## src/sv/prt_pkg.sv

```systemverilog
// ----------------------------------------------------------------------------
// prt_pkg
// Shared types, constants and the control program of the pulse rate tracker.
// ----------------------------------------------------------------------------
package prt_pkg;

  // Default parameter values
  localparam int FRAME_INDEX_WIDTH_DEF  = 24;
  localparam int RATE_FRACTION_BITS_DEF = 8;

  // Fixed field widths
  localparam int RATE_W       = 22;
  localparam int SIGNAL_W     = 2;
  localparam int FRAME_RATE_W = 8;
  localparam int FIRST_W      = 2;
  localparam int IND_W        = 4;
  localparam int WEIGHT_W     = 16;
  localparam int PERIOD_W     = 16;
  localparam int CFG_INDEX_W  = 3;
  localparam int CFG_DATA_W   = 22;

  // 60 * 255 fits in this many bits
  localparam int RATE_SCALE_W       = 14;
  localparam int SECONDS_PER_MINUTE = 60;

  localparam logic [RATE_W-1:0]   RATE_MAX    = '1;
  localparam logic [SIGNAL_W-1:0] SIGNAL_PEAK = 2'b01;

  // Register reset values
  localparam logic [FRAME_RATE_W-1:0] FRAME_RATE_RST       = 8'd30;
  localparam logic [RATE_W-1:0]       MIN_RATE_RST         = 22'd10240;
  localparam logic [RATE_W-1:0]       MAX_RATE_RST         = 22'd46080;
  localparam logic [FIRST_W-1:0]      FIRST_EDGE_FRAME_RST = 2'd2;
  localparam logic [IND_W-1:0]        INDICATOR_FRAMES_RST = 4'd5;
  localparam logic [WEIGHT_W-1:0]     AVERAGE_WEIGHT_RST   = 16'd655;
  localparam logic [PERIOD_W-1:0]     DISPLAY_PERIOD_RST   = 16'd60;

  // Configuration register indexes
  typedef enum logic [CFG_INDEX_W-1:0] {
    REG_FRAME_RATE       = 3'd0,
    REG_MIN_RATE         = 3'd1,
    REG_MAX_RATE         = 3'd2,
    REG_FIRST_EDGE_FRAME = 3'd3,
    REG_INDICATOR_FRAMES = 3'd4,
    REG_AVERAGE_WEIGHT   = 3'd5,
    REG_DISPLAY_PERIOD   = 3'd6
  } cfg_reg_t;

  // Datapath operations
  typedef enum logic [3:0] {
    OP_NOP      = 4'd0,
    OP_CAPTURE  = 4'd1,
    OP_DIV_INIT = 4'd2,
    OP_DIV_STEP = 4'd3,
    OP_JUDGE    = 4'd4,
    OP_ACCEPT   = 4'd5,
    OP_AVG_ADD  = 4'd6,
    OP_FIRST    = 4'd7,
    OP_FINISH   = 4'd8
  } op_t;

  // Jump conditions
  typedef enum logic [3:0] {
    COND_NEVER     = 4'd0,
    COND_ALWAYS    = 4'd1,
    COND_NO_ACCEPT = 4'd2,
    COND_NO_EDGE   = 4'd3,
    COND_NO_HAVE   = 4'd4,
    COND_DIV_MORE  = 4'd5,
    COND_REJECT    = 4'd6,
    COND_NO_AVG    = 4'd7,
    COND_OUT_BUSY  = 4'd8
  } cond_t;

  localparam int STEP_W = 4;
  typedef logic [STEP_W-1:0] step_t;

  localparam step_t STEP_CAPTURE  = 4'd0;
  localparam step_t STEP_CHECK    = 4'd1;
  localparam step_t STEP_HAVE     = 4'd2;
  localparam step_t STEP_DIV_INIT = 4'd3;
  localparam step_t STEP_DIV_STEP = 4'd4;
  localparam step_t STEP_JUDGE    = 4'd5;
  localparam step_t STEP_ACCEPT   = 4'd6;
  localparam step_t STEP_AVG_ADD  = 4'd7;
  localparam step_t STEP_FIRST    = 4'd8;
  localparam step_t STEP_FINISH   = 4'd9;
  localparam step_t STEP_RETURN   = 4'd10;
  localparam step_t STEP_LAST     = STEP_RETURN;

  typedef struct packed {
    op_t   op;
    cond_t cond;
    step_t target;
  } ctrl_t;

  typedef struct packed {
    logic accept;
    logic edge_found;
    logic have_edge;
    logic div_more;
    logic reject;
    logic avg_ready;
    logic out_busy;
  } status_t;

  // Control store: one control word per step
  function automatic ctrl_t ucode(step_t step);
    ctrl_t word;
    word = '{op: OP_NOP, cond: COND_ALWAYS, target: STEP_CAPTURE};
    case (step)
      STEP_CAPTURE:  word = '{op: OP_CAPTURE,  cond: COND_NO_ACCEPT, target: STEP_CAPTURE};
      STEP_CHECK:    word = '{op: OP_NOP,      cond: COND_NO_EDGE,   target: STEP_FINISH};
      STEP_HAVE:     word = '{op: OP_NOP,      cond: COND_NO_HAVE,   target: STEP_FIRST};
      STEP_DIV_INIT: word = '{op: OP_DIV_INIT, cond: COND_NEVER,     target: STEP_CAPTURE};
      STEP_DIV_STEP: word = '{op: OP_DIV_STEP, cond: COND_DIV_MORE,  target: STEP_DIV_STEP};
      STEP_JUDGE:    word = '{op: OP_JUDGE,    cond: COND_REJECT,    target: STEP_FINISH};
      STEP_ACCEPT:   word = '{op: OP_ACCEPT,   cond: COND_NO_AVG,    target: STEP_FINISH};
      STEP_AVG_ADD:  word = '{op: OP_AVG_ADD,  cond: COND_ALWAYS,    target: STEP_FINISH};
      STEP_FIRST:    word = '{op: OP_FIRST,    cond: COND_NEVER,     target: STEP_CAPTURE};
      STEP_FINISH:   word = '{op: OP_FINISH,   cond: COND_OUT_BUSY,  target: STEP_FINISH};
      STEP_RETURN:   word = '{op: OP_NOP,      cond: COND_ALWAYS,    target: STEP_CAPTURE};
      default:       word = '{op: OP_NOP,      cond: COND_ALWAYS,    target: STEP_CAPTURE};
    endcase
    return word;
  endfunction

endpackage

```

## src/sv/prt_in_if.sv

```systemverilog
// ----------------------------------------------------------------------------
// prt_in_if
// Input channel: one pulse-detector value per video frame.
// ----------------------------------------------------------------------------
interface prt_in_if;
  logic                                 valid;
  logic                                 ready;
  logic signed [prt_pkg::SIGNAL_W-1:0]  peak_signal;

  modport source (output valid, output peak_signal, input ready);
  modport sink   (input valid, input peak_signal, output ready);
endinterface

```

## src/sv/prt_out_if.sv

```systemverilog
// ----------------------------------------------------------------------------
// prt_out_if
// Result channel: indicator, averaged and shown rate, edge flags per frame.
// ----------------------------------------------------------------------------
interface prt_out_if;
  logic                          valid;
  logic                          ready;
  logic                          indicator_on;
  logic [prt_pkg::RATE_W-1:0]    rate_estimate;
  logic [prt_pkg::RATE_W-1:0]    shown_rate;
  logic                          shown_ready;
  logic                          edge_seen;
  logic                          edge_rejected;

  modport source (output valid, output indicator_on, output rate_estimate,
                  output shown_rate, output shown_ready, output edge_seen,
                  output edge_rejected, input ready);
  modport sink   (input valid, input indicator_on, input rate_estimate,
                  input shown_rate, input shown_ready, input edge_seen,
                  input edge_rejected, output ready);
endinterface

```

## src/sv/pulse_rate_tracker_core.sv

```systemverilog
// ----------------------------------------------------------------------------
// pulse_rate_tracker_core
// Per-frame pulse rate tracker: edge detection, rate by division, range
// check, exponential average, indicator countdown and display latch.
// ----------------------------------------------------------------------------
//  Channel      Direction  Transaction
//  pulse_in     in         one detector value (peak_signal) per frame
//  result_out   out        one result per frame: indicator, rates, edge flags
//  cfg_*        in         register write, one per cycle, no handshake
//
//  Each item runs capture, check, finish and return; the first edge adds the
//  seeding step, a later edge the divider, range check and, if accepted, the
//  accept step and, once seeded, the average update. The bit-serial divider
//  yields one quotient bit a cycle. A finished result waits in the output
//  register; the sequencer holds at its finish step while that register is
//  full and not taken, and takes the next item once back at its first step.
//  Synchronous reset: the program restarts, config and state take defaults.
// ----------------------------------------------------------------------------
module pulse_rate_tracker_core #(
  parameter int FRAME_INDEX_WIDTH  = prt_pkg::FRAME_INDEX_WIDTH_DEF,
  parameter int RATE_FRACTION_BITS = prt_pkg::RATE_FRACTION_BITS_DEF
) (
  input  logic                             clk,
  input  logic                             rst,
  input  logic                             cfg_wr_en,
  input  logic [prt_pkg::CFG_INDEX_W-1:0]  cfg_index,
  input  logic [prt_pkg::CFG_DATA_W-1:0]   cfg_wr_data,
  prt_in_if.sink                           pulse_in,
  prt_out_if.source                        result_out
);
  import prt_pkg::*;

  ctrl_t   ctrl;
  status_t status;

  // Control store and step counter
  prt_sequencer u_sequencer (
    .clk    (clk),
    .rst    (rst),
    .status (status),
    .ctrl   (ctrl)
  );

  // Datapath
  prt_datapath #(
    .FRAME_INDEX_WIDTH  (FRAME_INDEX_WIDTH),
    .RATE_FRACTION_BITS (RATE_FRACTION_BITS)
  ) u_datapath (
    .clk         (clk),
    .rst         (rst),
    .cfg_wr_en   (cfg_wr_en),
    .cfg_index   (cfg_index),
    .cfg_wr_data (cfg_wr_data),
    .ctrl        (ctrl),
    .status      (status),
    .pulse_in    (pulse_in),
    .result_out  (result_out)
  );

endmodule

```

## src/sv/prt_sequencer.sv

```systemverilog
// ----------------------------------------------------------------------------
// prt_sequencer
// Step counter over the control store, with conditional jumps on status.
// ----------------------------------------------------------------------------
module prt_sequencer (
  input  logic             clk,
  input  logic             rst,
  input  prt_pkg::status_t status,
  output prt_pkg::ctrl_t   ctrl
);
  import prt_pkg::*;

  step_t pc;
  step_t pc_next;
  logic  take;

  // Fetch the control word of the current step
  assign ctrl = ucode(pc);

  // Evaluate the jump condition
  always_comb begin
    case (ctrl.cond)
      COND_NEVER:     take = 1'b0;
      COND_ALWAYS:    take = 1'b1;
      COND_NO_ACCEPT: take = !status.accept;
      COND_NO_EDGE:   take = !status.edge_found;
      COND_NO_HAVE:   take = !status.have_edge;
      COND_DIV_MORE:  take = status.div_more;
      COND_REJECT:    take = status.reject;
      COND_NO_AVG:    take = !status.avg_ready;
      COND_OUT_BUSY:  take = status.out_busy;
      default:        take = 1'b1;
    endcase
    pc_next = take ? ctrl.target : step_t'(pc + 1'b1);
  end

  // Advance the step counter
  always_ff @(posedge clk) begin
    if (rst) begin
      pc <= STEP_CAPTURE;
    end else begin
      pc <= pc_next;
    end
  end

`ifndef SYNTHESIS
  a_pc_in_program: assert property (@(posedge clk) disable iff (rst)
    pc <= STEP_LAST)
    else $error("step counter left the program");

  a_wait_for_item: assert property (@(posedge clk) disable iff (rst)
    (pc == STEP_CAPTURE && !status.accept) |=> pc == STEP_CAPTURE)
    else $error("sequencer moved on without an input transaction");
`endif

endmodule

```

## src/sv/prt_datapath.sv

```systemverilog
// ----------------------------------------------------------------------------
// prt_datapath
// Registers, bit-serial divider, average multiplier and result register,
// driven by the operation of the current control word; configuration by cfg_*.
// ----------------------------------------------------------------------------
module prt_datapath #(
  parameter int FRAME_INDEX_WIDTH  = prt_pkg::FRAME_INDEX_WIDTH_DEF,
  parameter int RATE_FRACTION_BITS = prt_pkg::RATE_FRACTION_BITS_DEF
) (
  input  logic                             clk,
  input  logic                             rst,
  input  logic                             cfg_wr_en,
  input  logic [prt_pkg::CFG_INDEX_W-1:0]  cfg_index,
  input  logic [prt_pkg::CFG_DATA_W-1:0]   cfg_wr_data,
  input  prt_pkg::ctrl_t                   ctrl,
  output prt_pkg::status_t                 status,
  prt_in_if.sink                           pulse_in,
  prt_out_if.source                        result_out
);
  import prt_pkg::*;

  localparam int FW     = FRAME_INDEX_WIDTH;
  localparam int NUM_W  = RATE_SCALE_W + RATE_FRACTION_BITS;
  localparam int CNT_W  = $clog2(NUM_W + 1);
  localparam int QW     = (NUM_W > RATE_W) ? NUM_W : RATE_W;
  localparam int ACC_W  = WEIGHT_W + RATE_W + 1;
  localparam int INV_W  = WEIGHT_W + 1;
  localparam logic [ACC_W-1:0] ROUND_HALF = ACC_W'(1) << (WEIGHT_W - 1);
  localparam logic [INV_W-1:0] WEIGHT_ONE = INV_W'(1) << WEIGHT_W;

  // Configuration
  logic [FRAME_RATE_W-1:0] frame_rate;
  logic [RATE_W-1:0]       min_rate;
  logic [RATE_W-1:0]       max_rate;
  logic [FIRST_W-1:0]      first_edge_frame;
  logic [IND_W-1:0]        indicator_frames;
  logic [WEIGHT_W-1:0]     average_weight;
  logic [PERIOD_W-1:0]     display_period;

  // Tracker state
  logic [SIGNAL_W-1:0]     previous_signal;
  logic [FW-1:0]           frame_index;
  logic [FW-1:0]           last_edge_frame;
  logic                    have_edge;
  logic                    average_ready;
  logic [RATE_W-1:0]       rate_average;
  logic [IND_W-1:0]        indicator_count;
  logic [PERIOD_W-1:0]     display_phase;
  logic [RATE_W-1:0]       latched_rate;

  // Per-item working registers
  logic [SIGNAL_W-1:0]     cur_signal;
  logic                    edge_found;
  logic                    rejected;
  logic [RATE_W-1:0]       rate;
  logic [NUM_W-1:0]        dividend;
  logic [NUM_W-1:0]        quotient;
  logic [FW:0]             remainder;
  logic [FW-1:0]           divisor;
  logic [CNT_W-1:0]        div_count;
  logic [ACC_W-1:0]        acc;

  // Result register
  logic                    out_valid;
  logic                    o_indicator_on;
  logic [RATE_W-1:0]       o_rate_estimate;
  logic [RATE_W-1:0]       o_shown_rate;
  logic                    o_edge_seen;
  logic                    o_edge_rejected;

  logic                    accept;
  logic                    out_busy;
  logic                    finish;
  logic                    edge_now;
  logic [FW:0]             rem_shift;
  logic                    rem_fits;
  logic [QW-1:0]           q_ext;
  logic [RATE_W-1:0]       rate_sat;
  logic                    rate_bad;
  logic [INV_W-1:0]        inv_weight;
  logic [ACC_W-1:0]        avg_sum;
  logic [PERIOD_W-1:0]     period;
  logic [PERIOD_W:0]       phase_inc;
  logic [RATE_W-1:0]       latch_value;
  logic                    ind_on;
  logic [NUM_W-1:0]        numerator;

  // Handshakes
  assign pulse_in.ready = (ctrl.op == OP_CAPTURE);
  assign accept         = pulse_in.valid && pulse_in.ready;
  assign out_busy       = out_valid && !result_out.ready;
  assign finish         = (ctrl.op == OP_FINISH) && !out_busy;

  // Rising edge: previous not a peak, current a peak, frame far enough in
  assign edge_now = (frame_index >= FW'(first_edge_frame)) &&
                    (previous_signal != SIGNAL_PEAK) &&
                    (pulse_in.peak_signal == SIGNAL_PEAK);

  // One restoring division step
  assign rem_shift = {remainder[FW-1:0], dividend[NUM_W-1]};
  assign rem_fits  = rem_shift >= {1'b0, divisor};

  // Saturate the quotient; a zero interval saturates too
  assign q_ext    = QW'(quotient);
  assign rate_sat = (divisor == '0 || q_ext > QW'(RATE_MAX)) ? RATE_MAX
                                                             : q_ext[RATE_W-1:0];
  assign rate_bad = (rate_sat < min_rate) || (rate_sat > max_rate);

  // 60 * frame_rate scaled to the rate fraction
  assign numerator = (NUM_W'(frame_rate) * NUM_W'(SECONDS_PER_MINUTE))
                     << RATE_FRACTION_BITS;

  // Second half of the weighted average
  assign inv_weight = WEIGHT_ONE - INV_W'(average_weight);
  assign avg_sum    = acc + ACC_W'(inv_weight) * ACC_W'(rate_average) + ROUND_HALF;

  // Display period bookkeeping; a zero period latches every frame
  assign period      = (display_period == '0) ? PERIOD_W'(1) : display_period;
  assign phase_inc   = {1'b0, display_phase} + 1'b1;
  assign latch_value = (display_phase == '0) ? rate_average : latched_rate;
  assign ind_on      = (indicator_count != '0);

  assign status = '{accept:     accept,
                    edge_found: edge_found,
                    have_edge:  have_edge,
                    div_more:   (div_count > CNT_W'(1)),
                    reject:     rate_bad,
                    avg_ready:  average_ready,
                    out_busy:   out_busy};

  // Divider and multiplier working registers
  always_ff @(posedge clk) begin
    case (ctrl.op)
      OP_DIV_INIT: begin
        dividend  <= numerator;
        quotient  <= '0;
        remainder <= '0;
        divisor   <= frame_index - last_edge_frame;
        div_count <= CNT_W'(NUM_W);
      end
      OP_DIV_STEP: begin
        dividend  <= {dividend[NUM_W-2:0], 1'b0};
        quotient  <= {quotient[NUM_W-2:0], rem_fits};
        remainder <= rem_fits ? rem_shift - {1'b0, divisor} : rem_shift;
        div_count <= div_count - 1'b1;
      end
      OP_JUDGE: begin
        rate <= rate_sat;
      end
      OP_ACCEPT: begin
        acc <= ACC_W'(average_weight) * ACC_W'(rate);
      end
      default: begin
      end
    endcase
  end

  // Configuration, tracker state and result register
  always_ff @(posedge clk) begin
    if (rst) begin
      frame_rate       <= FRAME_RATE_RST;
      min_rate         <= MIN_RATE_RST;
      max_rate         <= MAX_RATE_RST;
      first_edge_frame <= FIRST_EDGE_FRAME_RST;
      indicator_frames <= INDICATOR_FRAMES_RST;
      average_weight   <= AVERAGE_WEIGHT_RST;
      display_period   <= DISPLAY_PERIOD_RST;
      previous_signal  <= '0;
      frame_index      <= '0;
      last_edge_frame  <= '0;
      have_edge        <= 1'b0;
      average_ready    <= 1'b0;
      rate_average     <= '0;
      indicator_count  <= '0;
      display_phase    <= '0;
      latched_rate     <= '0;
      cur_signal       <= '0;
      edge_found       <= 1'b0;
      rejected         <= 1'b0;
      out_valid        <= 1'b0;
    end else begin
      // Register writes
      if (cfg_wr_en) begin
        case (cfg_index)
          REG_FRAME_RATE:       frame_rate       <= cfg_wr_data[FRAME_RATE_W-1:0];
          REG_MIN_RATE:         min_rate         <= cfg_wr_data[RATE_W-1:0];
          REG_MAX_RATE:         max_rate         <= cfg_wr_data[RATE_W-1:0];
          REG_FIRST_EDGE_FRAME: first_edge_frame <= cfg_wr_data[FIRST_W-1:0];
          REG_INDICATOR_FRAMES: indicator_frames <= cfg_wr_data[IND_W-1:0];
          REG_AVERAGE_WEIGHT:   average_weight   <= cfg_wr_data[WEIGHT_W-1:0];
          REG_DISPLAY_PERIOD:   display_period   <= cfg_wr_data[PERIOD_W-1:0];
          default: begin
          end
        endcase
      end

      // Load or drain the result register
      if (finish) begin
        out_valid <= 1'b1;
      end else if (out_valid && result_out.ready) begin
        out_valid <= 1'b0;
      end

      case (ctrl.op)
        OP_CAPTURE: begin
          if (accept) begin
            cur_signal <= pulse_in.peak_signal;
            edge_found <= edge_now;
            rejected   <= 1'b0;
          end
        end
        OP_JUDGE: begin
          rejected <= rate_bad;
        end
        OP_ACCEPT: begin
          indicator_count <= indicator_frames;
          // First accepted rate seeds the average
          if (!average_ready) begin
            rate_average  <= rate;
            average_ready <= 1'b1;
          end
        end
        OP_AVG_ADD: begin
          rate_average <= avg_sum[WEIGHT_W +: RATE_W];
        end
        OP_FIRST: begin
          indicator_count <= indicator_frames;
          have_edge       <= 1'b1;
        end
        OP_FINISH: begin
          if (finish) begin
            if (edge_found) begin
              last_edge_frame <= frame_index;
            end
            previous_signal <= cur_signal;
            latched_rate    <= latch_value;
            display_phase   <= (phase_inc >= {1'b0, period}) ? '0
                                                             : phase_inc[PERIOD_W-1:0];
            if (ind_on) begin
              indicator_count <= indicator_count - 1'b1;
            end
            frame_index     <= frame_index + 1'b1;
          end
        end
        default: begin
        end
      endcase
    end
  end

  // Load the result payload
  always_ff @(posedge clk) begin
    if (finish) begin
      o_indicator_on  <= ind_on;
      o_rate_estimate <= rate_average;
      o_shown_rate    <= latch_value;
      o_edge_seen     <= edge_found;
      o_edge_rejected <= rejected;
    end
  end

  assign result_out.valid         = out_valid;
  assign result_out.indicator_on  = o_indicator_on;
  assign result_out.rate_estimate = o_rate_estimate;
  assign result_out.shown_rate    = o_shown_rate;
  assign result_out.shown_ready   = (o_shown_rate != '0);
  assign result_out.edge_seen     = o_edge_seen;
  assign result_out.edge_rejected = o_edge_rejected;

`ifndef SYNTHESIS
  a_reject_needs_edge: assert property (@(posedge clk) disable iff (rst)
    (out_valid && result_out.edge_rejected) |-> result_out.edge_seen)
    else $error("rejected rate reported without an edge");

  a_average_seeded: assert property (@(posedge clk) disable iff (rst)
    (rate_average != '0) |-> average_ready)
    else $error("average nonzero before it was seeded");

  a_divider_count: assert property (@(posedge clk) disable iff (rst)
    (ctrl.op == OP_DIV_STEP) |-> (div_count != '0))
    else $error("divider stepped past its last quotient bit");

  a_result_holds: assert property (@(posedge clk) disable iff (rst)
    (out_busy && ctrl.op == OP_FINISH) |=> $stable(frame_index))
    else $error("frame state advanced while the result register was full");
`endif

endmodule

```

## src/flat_wrapper.sv

```systemverilog
// flat-port wrapper written by rule: the top's interface ports become plain ports
module pulse_rate_tracker_core_flat import prt_pkg::*;
#(
  parameter int FRAME_INDEX_WIDTH  = prt_pkg::FRAME_INDEX_WIDTH_DEF,
  parameter int RATE_FRACTION_BITS = prt_pkg::RATE_FRACTION_BITS_DEF
)
  (clk, rst, cfg_wr_en, cfg_index, cfg_wr_data, pulse_in_valid, pulse_in_peak_signal, pulse_in_ready, result_out_valid, result_out_indicator_on, result_out_rate_estimate, result_out_shown_rate, result_out_shown_ready, result_out_edge_seen, result_out_edge_rejected, result_out_ready);
  prt_in_if pulse_in_i ();
  prt_out_if result_out_i ();
  input  logic clk;
  input  logic rst;
  input  logic cfg_wr_en;
  input  logic [prt_pkg::CFG_INDEX_W-1:0] cfg_index;
  input  logic [prt_pkg::CFG_DATA_W-1:0] cfg_wr_data;
  input wire logic [$bits(pulse_in_i.valid)-1:0] pulse_in_valid;
  input wire logic [$bits(pulse_in_i.peak_signal)-1:0] pulse_in_peak_signal;
  output wire logic [$bits(pulse_in_i.ready)-1:0] pulse_in_ready;
  output wire logic [$bits(result_out_i.valid)-1:0] result_out_valid;
  output wire logic [$bits(result_out_i.indicator_on)-1:0] result_out_indicator_on;
  output wire logic [$bits(result_out_i.rate_estimate)-1:0] result_out_rate_estimate;
  output wire logic [$bits(result_out_i.shown_rate)-1:0] result_out_shown_rate;
  output wire logic [$bits(result_out_i.shown_ready)-1:0] result_out_shown_ready;
  output wire logic [$bits(result_out_i.edge_seen)-1:0] result_out_edge_seen;
  output wire logic [$bits(result_out_i.edge_rejected)-1:0] result_out_edge_rejected;
  input wire logic [$bits(result_out_i.ready)-1:0] result_out_ready;
  assign pulse_in_i.valid = pulse_in_valid;
  assign pulse_in_i.peak_signal = pulse_in_peak_signal;
  assign pulse_in_ready = pulse_in_i.ready;
  assign result_out_valid = result_out_i.valid;
  assign result_out_indicator_on = result_out_i.indicator_on;
  assign result_out_rate_estimate = result_out_i.rate_estimate;
  assign result_out_shown_rate = result_out_i.shown_rate;
  assign result_out_shown_ready = result_out_i.shown_ready;
  assign result_out_edge_seen = result_out_i.edge_seen;
  assign result_out_edge_rejected = result_out_i.edge_rejected;
  assign result_out_i.ready = result_out_ready;
  pulse_rate_tracker_core #(.FRAME_INDEX_WIDTH(FRAME_INDEX_WIDTH), .RATE_FRACTION_BITS(RATE_FRACTION_BITS)) u_core (.clk(clk), .rst(rst), .cfg_wr_en(cfg_wr_en), .cfg_index(cfg_index), .cfg_wr_data(cfg_wr_data), .pulse_in(pulse_in_i), .result_out(result_out_i));
endmodule
```

## config.mk

```make
export PLATFORM = sky130hd
export DESIGN_NAME = pulse_rate_tracker_core_flat
export DESIGN_NICKNAME = d
export VERILOG_FILES = /design/src/sv/prt_pkg.sv /design/src/sv/prt_in_if.sv /design/src/sv/prt_out_if.sv /design/src/sv/pulse_rate_tracker_core.sv /design/src/sv/prt_sequencer.sv /design/src/sv/prt_datapath.sv /design/src/flat_wrapper.sv
export SDC_FILE = /design/constraint.sdc
export NUM_CORES = 2
export LEC_CHECK = 0
export BUFFER_PORTS_ARGS = -buffer_cell sky130_fd_sc_hd__buf_2
export CORE_UTILIZATION = 55
export CTS_BUF_LIST = sky130_fd_sc_hd__clkbuf_16
export DETAILED_ROUTE_END_ITERATION = 6
export HOLD_SLACK_MARGIN = 0.05
export PLACE_DENSITY_LB_ADDON = 0.3
export SETUP_SLACK_MARGIN = 0.4
export SLEW_MARGIN = 20
export SYNTH_ARGS = -nofsm -noshare
export SYNTH_HDL_FRONTEND = slang
export SYNTH_SLANG_ARGS = --single-unit
```

## constraint.sdc

```tcl
create_clock -name clk -period 9.9 [get_ports clk]
set_input_delay 1.98 -clock clk [delete_from_list [all_inputs] [get_ports clk]]
set_output_delay 1.98 -clock clk [all_outputs]
set_load 0.02 [all_outputs]
```

Yosys cells after proc, flatten, opt, wreduce, memory -nomap -nowiden
Memories as Yosys holds them, arrays and structs flattened. A register that Yosys moved wholly into a read port is not among the register bits.
Cells that the tools add are included.
{"block": "classes", "addsub": 10, "mul": 3, "order_cmp": 7, "eq_ne": 27, "mux": 21, "reduce_logical": 40}
{"operator": "22-bit case mux with 2 select lines", "count": 3}
{"operator": "22-bit two-way mux", "count": 3}
{"operator": "24-bit case mux with 2 select lines", "count": 1}
{"operator": "24-bit subtractor", "count": 2}
{"operator": "38-bit by 16-bit adder with 38-bit output, second input constant", "count": 1}
{"operator": "38-bit adder", "count": 1}
{"operator": "16-bit by 22-bit multiplier with 38-bit output", "count": 1}
{"operator": "17-bit by 22-bit multiplier with 38-bit output", "count": 1}
{"operator": "4-bit by 3-bit equality test with 1-bit output, second input constant", "count": 8}
{"operator": "16-bit zero test", "count": 2}
{"operator": "16-bit two-way mux", "count": 2}
{"operator": "25-bit by 24-bit >= comparator with 1-bit output", "count": 1}
{"operator": "24-bit by 1-bit adder with 24-bit output, second input constant", "count": 1}
{"operator": "24-bit by 2-bit >= comparator with 1-bit output", "count": 1}
{"operator": "24-bit zero test", "count": 1}
{"operator": "24-bit two-way mux", "count": 1}
{"operator": "22-bit greater-than comparator", "count": 1}
{"operator": "22-bit greater-than comparator, second input constant", "count": 1}
{"operator": "22-bit < comparator", "count": 1}
{"operator": "2-bit AND reduction", "count": 11}
{"operator": "22-bit nonzero test", "count": 1}
{"operator": "16-bit by 1-bit adder with 17-bit output, second input constant", "count": 1}
{"operator": "17-bit by 16-bit >= comparator with 1-bit output", "count": 1}
{"operator": "17-bit by 16-bit subtractor with 17-bit output, first input constant", "count": 1}
{"operator": "29 further kinds", "count": 60}
{"block": "totals", "reg_bits": 419, "rom_bits": 176, "input_bits": 32, "out_inout_bits": 50, "elab_cells": 142, "n_memories": 1}
{"name": "(name not given)", "words": 16, "width": 11, "rd": 1, "rd_clocked_by_memory_dff": 1, "write_ports": 0, "line_no": "prt_pkg.sv:111", "source": "case (step)"}

Longest topological paths before layout
{"block": "logic_depth", "ltp_word": 8, "mapped_depth": 30, "ltp_nobuf": 28}

Cells and area by module
A second synthesis with hierarchy kept.
{"block": "hier_totals", "cells_unflattened": 4875, "hier_area_um2": 44666.6}
{"module": "prt_datapath", "instances": 1, "cells_each": 4787, "area_per_inst_um2": 43855.8, "seq_area_each_um2": 10049.6}
{"module": "prt_sequencer", "instances": 1, "cells_each": 88, "area_per_inst_um2": 810.8, "seq_area_each_um2": 280.3}

Worst setup path after synthesis
OpenSTA, ideal clock, no wires.
{"block": "synth_path", "kind": "register to register", "from": "reg u_core.u_datapath.average_weight[2]", "to": "reg u_core.u_datapath.rate_average[20]", "setup_ns": 0.131, "t_arrival_ns": 7.572, "required_time_ns": 9.769, "path_slack_ns": 2.197, "stages_incl_launch_ff": 29, "n_path_buf": 2, "synth_period_minus_slack_ns": 7.703, "path_cell_list": "dfxtp_1 buf_2 or4_1 nor4_1 nand3b_1 nor3_1 xnor2_1 clkbuf_1 nand2_1 fa_1 inv_1 fa_1 fa_1 fa_1 fa_1 inv_1 fa_1 inv_1 ha_1 a211oi_1 nor2_1 nor3_1 o31a_1 o31a_1 o21ai_0 a211o_1 a21o_1 a211oi_1 o32ai_1"}
{"block": "synth_via", "elab_chain_cells": 5}
{"item": "start, declared", "line_no": "prt_datapath.sv:37", "source": "logic [WEIGHT_W-1:0] average_weight;"}
{"item": "start signal, assigned", "line_no": "prt_datapath.sv:190", "source": "REG_AVERAGE_WEIGHT: average_weight <= cfg_wr_data[WEIGHT_W-1:0];"}
{"item": "17-bit by 16-bit subtractor with 17-bit output", "line_no": "prt_datapath.sv:114", "source": "assign inv_weight = WEIGHT_ONE - INV_W'(average_weight);"}
{"item": "17-bit by 22-bit multiplier with 38-bit output", "line_no": "prt_datapath.sv:115", "source": "assign avg_sum = acc + ACC_W'(inv_weight) * ACC_W'(rate_average) + ROUND_HALF;"}
{"item": "38-bit adder", "line_no": "prt_datapath.sv:115"}
{"item": "38-bit by 16-bit adder with 38-bit output", "line_no": "prt_datapath.sv:115"}
{"item": "22-bit case mux with 2 select lines", "line_no": "prt_datapath.sv:204", "source": "case (ctrl.op)"}
{"item": "end signal, assigned", "line_no": "prt_datapath.sv:219", "source": "rate_average <= rate;"}
{"item": "end signal, assigned", "line_no": "prt_datapath.sv:224", "source": "rate_average <= avg_sum[WEIGHT_W +: RATE_W];"}
{"item": "end, declared", "line_no": "prt_datapath.sv:46", "source": "logic [RATE_W-1:0] rate_average;"}
Every way passes these cells.
A chain may end at the register's enable or synchronous reset.

Final worst setup path
Same ends and word-level chain as after synthesis.

==> metrics <==
status=completed; Yosys warnings=0; Hold Startpoint=u_core.u_datapath.rejected; Antenna Nets Post-Route=0; worst hold endpoint=u_core.u_datapath.result_out.edge_rejected; min Tclk post-route=8613 ps; Mapped Area=44350 µm²; Buf/Inv on CP=4; CP delay by family, top=adder cells; Hold Crit Class=reg -> reg; # nets final=5820; drt pass-1 iters=5; Post-Synthesis Cells=4824; Max Clock Freq=0.1161 GHz; CP max-delay cell=or4_1; die width=286.0 µm; CTS root buf=clkbuf_16; TritonCTS buffer count=48; Arrival @ worst endpoint=9100 ps; final setup vio count=0; asr flop ratio synth=0; clock network latency to the later pin of the worst-skew pair=630 ps; top post-synthesis cells by area=fa_1 (28%), edfxtp_1 (13%), ha_1 (10%), dfxtp_1 (10%), inv_1 (7.2%); share of cells above drive strength 1=0.06766; post-CTS resize count=0; Core Util, Final=0.5983; critical path class=reg -> reg; Sum Neg Setup Slack=0 ps; H-tree depth=2; core region area=79390 µm²; # DRC=0; CTS hold repair buffers=0; most frequent cell after synthesis=inv_1; Worst R2R Start=u_core.u_datapath.average_weight[2]; worst slew pin tran=1157 ps; max-slew violation count=0; Avg Cell Area, Syn=9.194 µm²; HPWL after DPL=81460 µm; period utilization=0.8700; Finished Layout Cells=5885; clock-pin slew on the worst setup and hold paths=60 ps; slew margin rel.=0.2229; startpoint types=flip-flop; # rows=103; Total GRT Usage=0.2747; Seq/Total Area, Yosys=0.2329; Distinct cells, synth=75; CTS tree=yes; CP Data Required Time=10390 ps; EDFF count, synth=194; maximum fanout along the worst path=14; Area Growth Syn to Fin=7.087%; worst flop-to-flop path endpoint=u_core.u_datapath.rate_average[20]; area leader, netlist=fa_1; Die Footprint=81780 µm²; Routed WL per cell=18.53 µm; CP max stage delay=640 ps; GPL Wtd Cong=0.8945; Pwr per Cell Area=298.9 nW/µm²; Yosys top cell area share=0.2835; leakage power=0.02182 µW; Initial Util=0.5587; Post-synth top flop=dfxtp_1; Die Span Y=286.0 µm; reg2reg path depth=27; DR iter-0 viols=2077; syn nets=5851; Final Hold Vio Count=0; Final Skew=51.49 ps; Worst setup EP type=flip-flop; VDD IR max=0.3033 mV; antenna violations before repair=5; Fillers=6820; largest net degree at the start of global routing=101; Port Buffers=81; routed wire length=109100 µm; deepest clock path buffer count=3; vias per inst=5.563; Max Cap Viol=0; total grt overflow=0; Post-synth top cells=inv_1 (851), nand2_1 (788), fa_1 (628), ha_1 (367), and2_1 (260); post-synthesis register bit count=419; first-pass GRT wire length=178100 µm; hold path cells=0; r2r setup slk=1290 ps; Most common cell on crit path=fa_1; vias in the first global route=33320; # IOs=82; RSZ-0062 raised after global routing=false; clk sink count=419; dpl cells=5793; setup bufs post-CTS=0; routed vias=32740
[sequential cells by signal, summed over array words and instances (netlist names), 4 cells and up]
| signal | count |
|---|---|
| u_core.u_datapath.rate_average | 22 |
| u_core.u_datapath.result_out.shown_rate | 22 |
| u_core.u_datapath.frame_rate | 8 |
| u_core.u_datapath.latched_rate | 22 |
| u_core.u_sequencer.ctrl | 10 |
| u_core.u_datapath.acc | 38 |
| u_core.u_datapath.max_rate | 22 |
| u_core.u_datapath.display_phase | 16 |
| u_core.u_datapath.result_out.rate_estimate | 22 |
| u_core.u_datapath.average_weight | 16 |
| u_core.u_datapath.indicator_count | 4 |
| u_core.u_datapath.display_period | 16 |
| u_core.u_datapath.rate | 22 |
| u_core.u_datapath.dividend | 12 |
| u_core.u_datapath.min_rate | 22 |
| u_core.u_datapath.div_count | 5 |
| u_core.u_datapath.indicator_frames | 4 |
| u_core.u_datapath.frame_index | 24 |
| u_core.u_datapath.last_edge_frame | 24 |
| u_core.u_datapath.remainder | 24 |
| u_core.u_datapath.q_ext | 22 |
| u_core.u_sequencer.pc | 4 |
| u_core.u_datapath.divisor | 24 |
[metal layers]
metal,share of wire,track usage,vias up
met5,0.00012,0,-
met3,0.068,0.03788,224
li1,-,-,15100
met4,0.033,0.08850,2
met2,0.47,0.4534,1074
met1,0.43,0.3743,16340
[power by group]
| group | switching [µW] | internal, µW |
|---|---|---|
| Combinational | 5820 | 4040 |
| Clock | 792 | 1050 |
| Sequential | 246 | 2240 |
[worst register-to-register path: cells and delay by family (launching register included)]
kind	cells	cell delay [ps]
adders and majority gates	7	3440
xor gates and xnor gates	1	330
buffers and inverters	4	480
and+or+nand+nor	8	2210
DFF	1	300
AOI/OAI and AO/OA	7	1730
[layout by cell type (no fill, tap or decap), types with 6 or more instances in the layout]
cell type	instances
inv_1	855
nand2_1	788
fa_1	628
ha_1	367
and2_1	260
a21oi_1	236
dfxtp_1	224
edfxtp_1	194
nor2_1	184
xnor2_1	93
o21ai_0	83
buf_2	80
buf_4	79
xor2_1	58
mux2i_1	58
nand3_1	54
a21o_1	53
clkbuf_16	51
and3_1	45
nor3_1	43
nand4_1	33
a211oi_1	33
nor4_1	27
mux2_2	25
or2_2	25
nor2b_1	24
nand2b_1	17
o21bai_1	17
o21a_1	16
o211ai_1	14
clkinv_2	12
o31ai_1	9
a32o_1	9
a31oi_1	8
or3_1	7
a31o_2	7
or4_1	6
xnor2_2	6
[final cells by class]
type	instances	area (µm²)	share of cell area
Tap cell	1050	1314	0.02766
Antenna cell	2	5.005	0.0001054
Multi-Input combinational cell	3313	30000	0.6317
Inverter	851	3194	0.06726
Timing Repair Buffer	160	1005	0.02115
Sequential cell	419	10330	0.2175
Clock buffer	51	1276	0.02687
Clock inverter	39	366.6	0.007719
[how the worst max path moves through the flow]
stage | cells after the start | endpoint | slack, ps | start
final | 27 | u_core.u_datapath.rate_average[20] | 1290 | u_core.u_datapath.average_weight[2]
after global routing | 27 | u_core.u_datapath.rate_average[20] | 780 | u_core.u_datapath.average_weight[2]
after CTS | 27 | u_core.u_datapath.rate_average[20] | 1190 | u_core.u_datapath.average_weight[2]
after detailed placement | 27 | u_core.u_datapath.rate_average[20] | 1230 | u_core.u_datapath.average_weight[2]
after global placement | 27 | u_core.u_datapath.rate_average[20] | 1340 | u_core.u_datapath.average_weight[2]
after floorplan | 28 | u_core.u_datapath.rate_average[20] | 2200 | u_core.u_datapath.average_weight[2]
[stage by stage]
stage	setup slack, ps	hold WS [ps]	area, µm²	power, µW
after floorplan	2197	406.4	44350	9824
after global placement	1343	417.9	45820	12100
after detailed placement	1227	430.3	45830	12280
after CTS	1195	437.7	47470	14240
after global routing	782.0	462.4	47490	15670
final	1287	437.1	47490	14200
[logic make-up (layout without fill, tap and decap cells)]
family                   after synthesis  after routing  share of synthesized area
AND/OR/NAND/NOR                     1543           1543                     0.1616
buffers and inverters               1092           1101                    0.09304
adder cells (fa/ha/maj)              995            995                     0.3870
AO/OA/AOI/OAI                        534            534                    0.07476
flip-flops                           419            419                     0.2329
XOR/XNOR                             158            158                    0.03120
multiplexers                          83             83                    0.01944
other                                  0              2                          0
Note: power is estimated with default switching activity, not from simulation.
